`src/hdl/crp_mul.sv`:
```
// signed multiply with overflow flag, over four half-width partial products
module crp_mul #(
  parameter int W = 64
) (
  input  logic                clk,
  input  logic                rst,
  input  logic                start,
  input  logic signed [W-1:0] a,
  input  logic signed [W-1:0] b,
  output logic signed [W-1:0] prod,
  output logic                ovf,
  output logic                done
);

  localparam int H  = (W + 1) / 2;
  localparam int HW = 2 * H;
  localparam int PW = 4 * H;

  logic [HW-1:0] am, bm;
  logic          neg;
  logic [PW-1:0] mag;
  logic [1:0]    cnt;
  logic          busy;

  logic [W-1:0]  abs_a, abs_b;
  logic [H-1:0]  pa, pb;
  logic [HW-1:0] pp;
  logic [PW-1:0] pp_shift;

  // operand magnitudes and the current partial product
  always_comb begin
    abs_a = a[W-1] ? -a : a;
    abs_b = b[W-1] ? -b : b;
    pa    = cnt[1] ? am[HW-1:H] : am[H-1:0];
    pb    = cnt[0] ? bm[HW-1:H] : bm[H-1:0];
    pp    = pa * pb;
    case (cnt)
      2'd0:    pp_shift = PW'(pp);
      2'd3:    pp_shift = PW'(pp) << HW;
      default: pp_shift = PW'(pp) << H;
    endcase
  end

  // signed result and range check of the exact magnitude
  always_comb begin
    prod = neg ? -mag[W-1:0] : mag[W-1:0];
    if (neg) begin
      ovf = (|mag[PW-1:W]) || (mag[W-1] && (|mag[W-2:0]));
    end else begin
      ovf = (|mag[PW-1:W]) || mag[W-1];
    end
  end

  // load, then one partial product per cycle; done for one cycle after
  always_ff @(posedge clk) begin
    if (rst) begin
      busy <= 1'b0;
      done <= 1'b0;
    end else begin
      done <= busy && (cnt == 2'd3);
      if (busy) begin
        mag <= mag + pp_shift;
        cnt <= cnt + 2'd1;
        if (cnt == 2'd3) busy <= 1'b0;
      end else if (start && !done) begin
        am   <= HW'(abs_a);
        bm   <= HW'(abs_b);
        neg  <= a[W-1] ^ b[W-1];
        mag  <= '0;
        cnt  <= '0;
        busy <= 1'b1;
      end
    end
  end

endmodule

```
`config.mk`:
```
export PLATFORM = sky130hd
export DESIGN_NAME = crp_mul
export DESIGN_NICKNAME = d
export VERILOG_FILES = /design/src/hdl/crp_mul.sv
export SDC_FILE = /design/constraint.sdc
export NUM_CORES = 2
export LEC_CHECK = 0
export BUFFER_PORTS_ARGS = -buffer_cell sky130_fd_sc_hd__buf_2
export CAP_MARGIN = 30
export CORE_UTILIZATION = 60
export DETAILED_ROUTE_END_ITERATION = 10
export MAX_ROUTING_LAYER = met4
export PLACE_DENSITY = 0.79
export SLEW_MARGIN = 20
export SYNTH_ARGS = -nofsm -noshare
export SYNTH_HDL_FRONTEND = slang
export SYNTH_SLANG_ARGS = --single-unit
```
`constraint.sdc`:
```
create_clock -name clk -period 26.1 [get_ports clk]
set_input_delay 0 -clock clk [delete_from_list [all_inputs] [get_ports clk]]
set_output_delay 0 -clock clk [all_outputs]
set_load 0.005 [all_outputs]
```
==> flow_metrics.py <==
metrics = {
    "timing": {
        "slew_headroom_pct": 17.0,
        "rsz0062_at_grt": "false",
        "setup_viol": 0,
        "finalClockSkew_ps": 47.9,
        "worst_pin_slew_ps": 1240,
        "fin_tns_setup_ps": 0,
        "hold_violations": 0,
        "slew_viol_final": 0,
        "fmaxAchievable_mhz": 71.2,
        "fin_crit_sh_pct": 53.8,
        "period_needed_ps": 14040,
    },
    "clocking": {
        "cts_sinks": 261,
        "insertion_delay_ps": 620,
        "cts_tree": "built",
        "postCtsHoldBufs": 195,
        "numCtsBuffers": 35,
        "cts_resized": 0,
        "cts_buffer_depth": 3,
        "clk_pin_slew_ps": 70,
        "postCtsSetupBuffers": 0,
        "cts.htree.levels": 2,
        "cts_root_buffer": "clkbuf_16",
    },
    "synthesis": {
        "synth-compound-area-share_pct": 11.3,
        "synth_area_um2": 54900,
        "synth_nets": 7705,
        "synth_top_area_share_pct": 32.7,
        "synth_mux_area_share_pct": 2.64,
        "synthSimpleGateAreaFrac_pct": 15.7,
        "synth-adder-area-share_pct": 41.9,
        "yosys.area.top_type": "fa_1",
        "ys_types": 72,
        "avgSynthCellArea_um2": 8.75,
        "synth_xor_area_share_pct": 5.70,
        "syn_inst": 6275,
        "yosysWarnings": 0,
        "synth_edf_count": 259,
        "synth.area.top_cells": "fa_1 (33%), edfxtp_1 (14%), ha_1 (9.2%)",
        "synth_top_family_by_area": "adder cells",
        "ys_ff_latch": 261,
        "yosysSeqAreaShare_pct": 14.2,
        "ys.flop_type": "edfxtp_1",
        "async_flop_share_pct": 0,
    },
    "floorplan": {
        "core_area_um2": 90300,
        "die_y_um": 304,
        "ios": 197,
        "dieArea_um2": 92700,
        "die_w_um": 304,
        "initial_core_util_pct": 60.8,
        "rows": 110,
    },
    "route": {
        "ant_nets": 0,
        "drc": 0,
        "post_drt_wl_per_cell_um": 26.6,
        "first_pass_iters": 7,
        "routed_wl_mm": 206,
        "avgViaCountPerCell": 6.41,
        "drtIter0Drc": 6206,
        "vias": 49537,
    },
    "status": {
        "status": "finished clean",
    },
    "final_layout": {
        "nNetsFinal": 7930,
        "final_common_cell": "inv_1",
        "syn_to_final_growth_pct": 10.0,
        "drive_gt1_share_pct": 7.52,
        "final_cell_mix": "inv_1 (932), fa_1 (897), nor2_1 (850)",
    },
    "placed_design": {
        "gp_congestion": 1.05,
        "numPortBuffers": 196,
        "hpwl_mm": 154,
    },
    "global_routing": {
        "grt_pass1_wl_mm": 308,
        "grt-ovfl-total": 0,
        "grt_max_degree": 74,
        "grt_pass1_vias": 50555,
        "antenna_found_initial": 19,
        "track_usage_pct": 45.9,
    },
    "run": {
        "drv_cap": 0,
    },
    "hold_path": {
        "hp-class": "in2reg",
    },
    "setup_path": {
        "cp_common_cell": "fa_1",
        "crit_path_top_delay_cell": "a2111oi_0",
        "crit_required_ps": 26540,
        "path_class": "reg2reg",
        "critPathArrivalTime_ps": 14490,
        "end_kind": "flip-flop",
        "start_kind": "flip-flop",
        "path_max_fanout": 39,
        "slowest_delay_ps": 810,
    },
}
per-layer routing:
layer | track usage (%) | up-vias | part of all wire (%)
li1 | - | 20807 | -
met1 | 57.8 | 24349 | 37
met2 | 66.4 | 3510 | 43
met3 | 16.0 | 871 | 14
met4 | 21.5 | 0 | 5.8
met5 | - | - | 0
flip-flops by register name, summed over array words and instances, names as in the netlist:
name	flops
mag	128
am	64
bm	64
cnt	2
busy	1
done	1
neg	1
layout make-up:
cell class / count / area (um2)
multi-input combinational: 4771 / 42600
clock inverter: 20 / 184
sequential: 261 / 7820
inverter: 934 / 3510
fill: 7209 / 29900
timing repair buffer: 497 / 3800
tap: 1176 / 1470
clock buffer: 42 / 912
antenna: 22 / 55.1
cells in the mapped netlist, types with 12 or more instances:
cell / count
inv_1: 932
fa_1: 897
nor2_1: 851
nand2_1: 695
ha_1: 402
clkbuf_1: 287
a21oi_1: 283
xnor2_1: 280
edfxtp_1: 259
o21ai_0: 228
a21o_1: 116
nand4_1: 99
xor2_1: 77
mux2i_1: 75
o31ai_1: 71
and2_1: 64
mux2_2: 62
o21bai_1: 60
nor3_1: 51
or3_1: 47
nand3_1: 36
nor4_1: 35
a22o_1: 34
nand2b_1: 34
o21a_1: 31
o41ai_1: 27
buf_1: 20
or4_1: 20
a31oi_1: 19
and3_1: 19
nor2b_1: 17
o211ai_1: 14
a21boi_0: 12
or2_2: 12
per-stage QoR:
step	instances	worst slack [ps]	util, %	hold slack [ps]	cell area, um2
3_5_place_dp	7435	12010	63.3	198	57200
3_3_place_gp	7428	11980	63.2	199	57100
4_1_cts	7692	11920	66.7	105	60200
5_1_grt	7712	11810	66.9	148	60400
2_1_floorplan	6275	14460	-	72.4	54900
6_report	7723	12060	66.9	132	60400
logic make-up after synthesis:
logic type | after synthesis
xor+xnor | 357
mux | 137
buf+inv | 1243
simple gates | 2001
flops | 261
compound gates | 977
fa+ha+maj | 1299
critical path, delay by kind of cell, from the launching register on:
kind	cells	cell delay [ps]
AOI/OAI and AO/OA	17	6000
xor gates and xnor gates	1	310
buffers and inverters	7	1360
DFF	1	500
adders and majority gates	10	4790
muxes	1	240
and+or+nand+nor	4	600
worst paths after layout:
check | startpoint | end | slack [ps] | cells past startpoint
setup reg to reg | cnt[0]$_SDFFCE_PN0P_ | mag[120]$_SDFFCE_PN0P_ | 12060 | 40
hold reg to reg | cnt[0]$_SDFFCE_PN0P_ | cnt[0]$_SDFFCE_PN0P_ | 750 | 1
setup / recovery | cnt[0]$_SDFFCE_PN0P_ | mag[120]$_SDFFCE_PN0P_ | 12060 | 40
hold / removal | b[63] | bm[55]$_DFFE_PP_ | 130 | 3
Power is not shown: default switching activity piles up to over one toggle a cycle in this logic, so the estimate is an artifact.
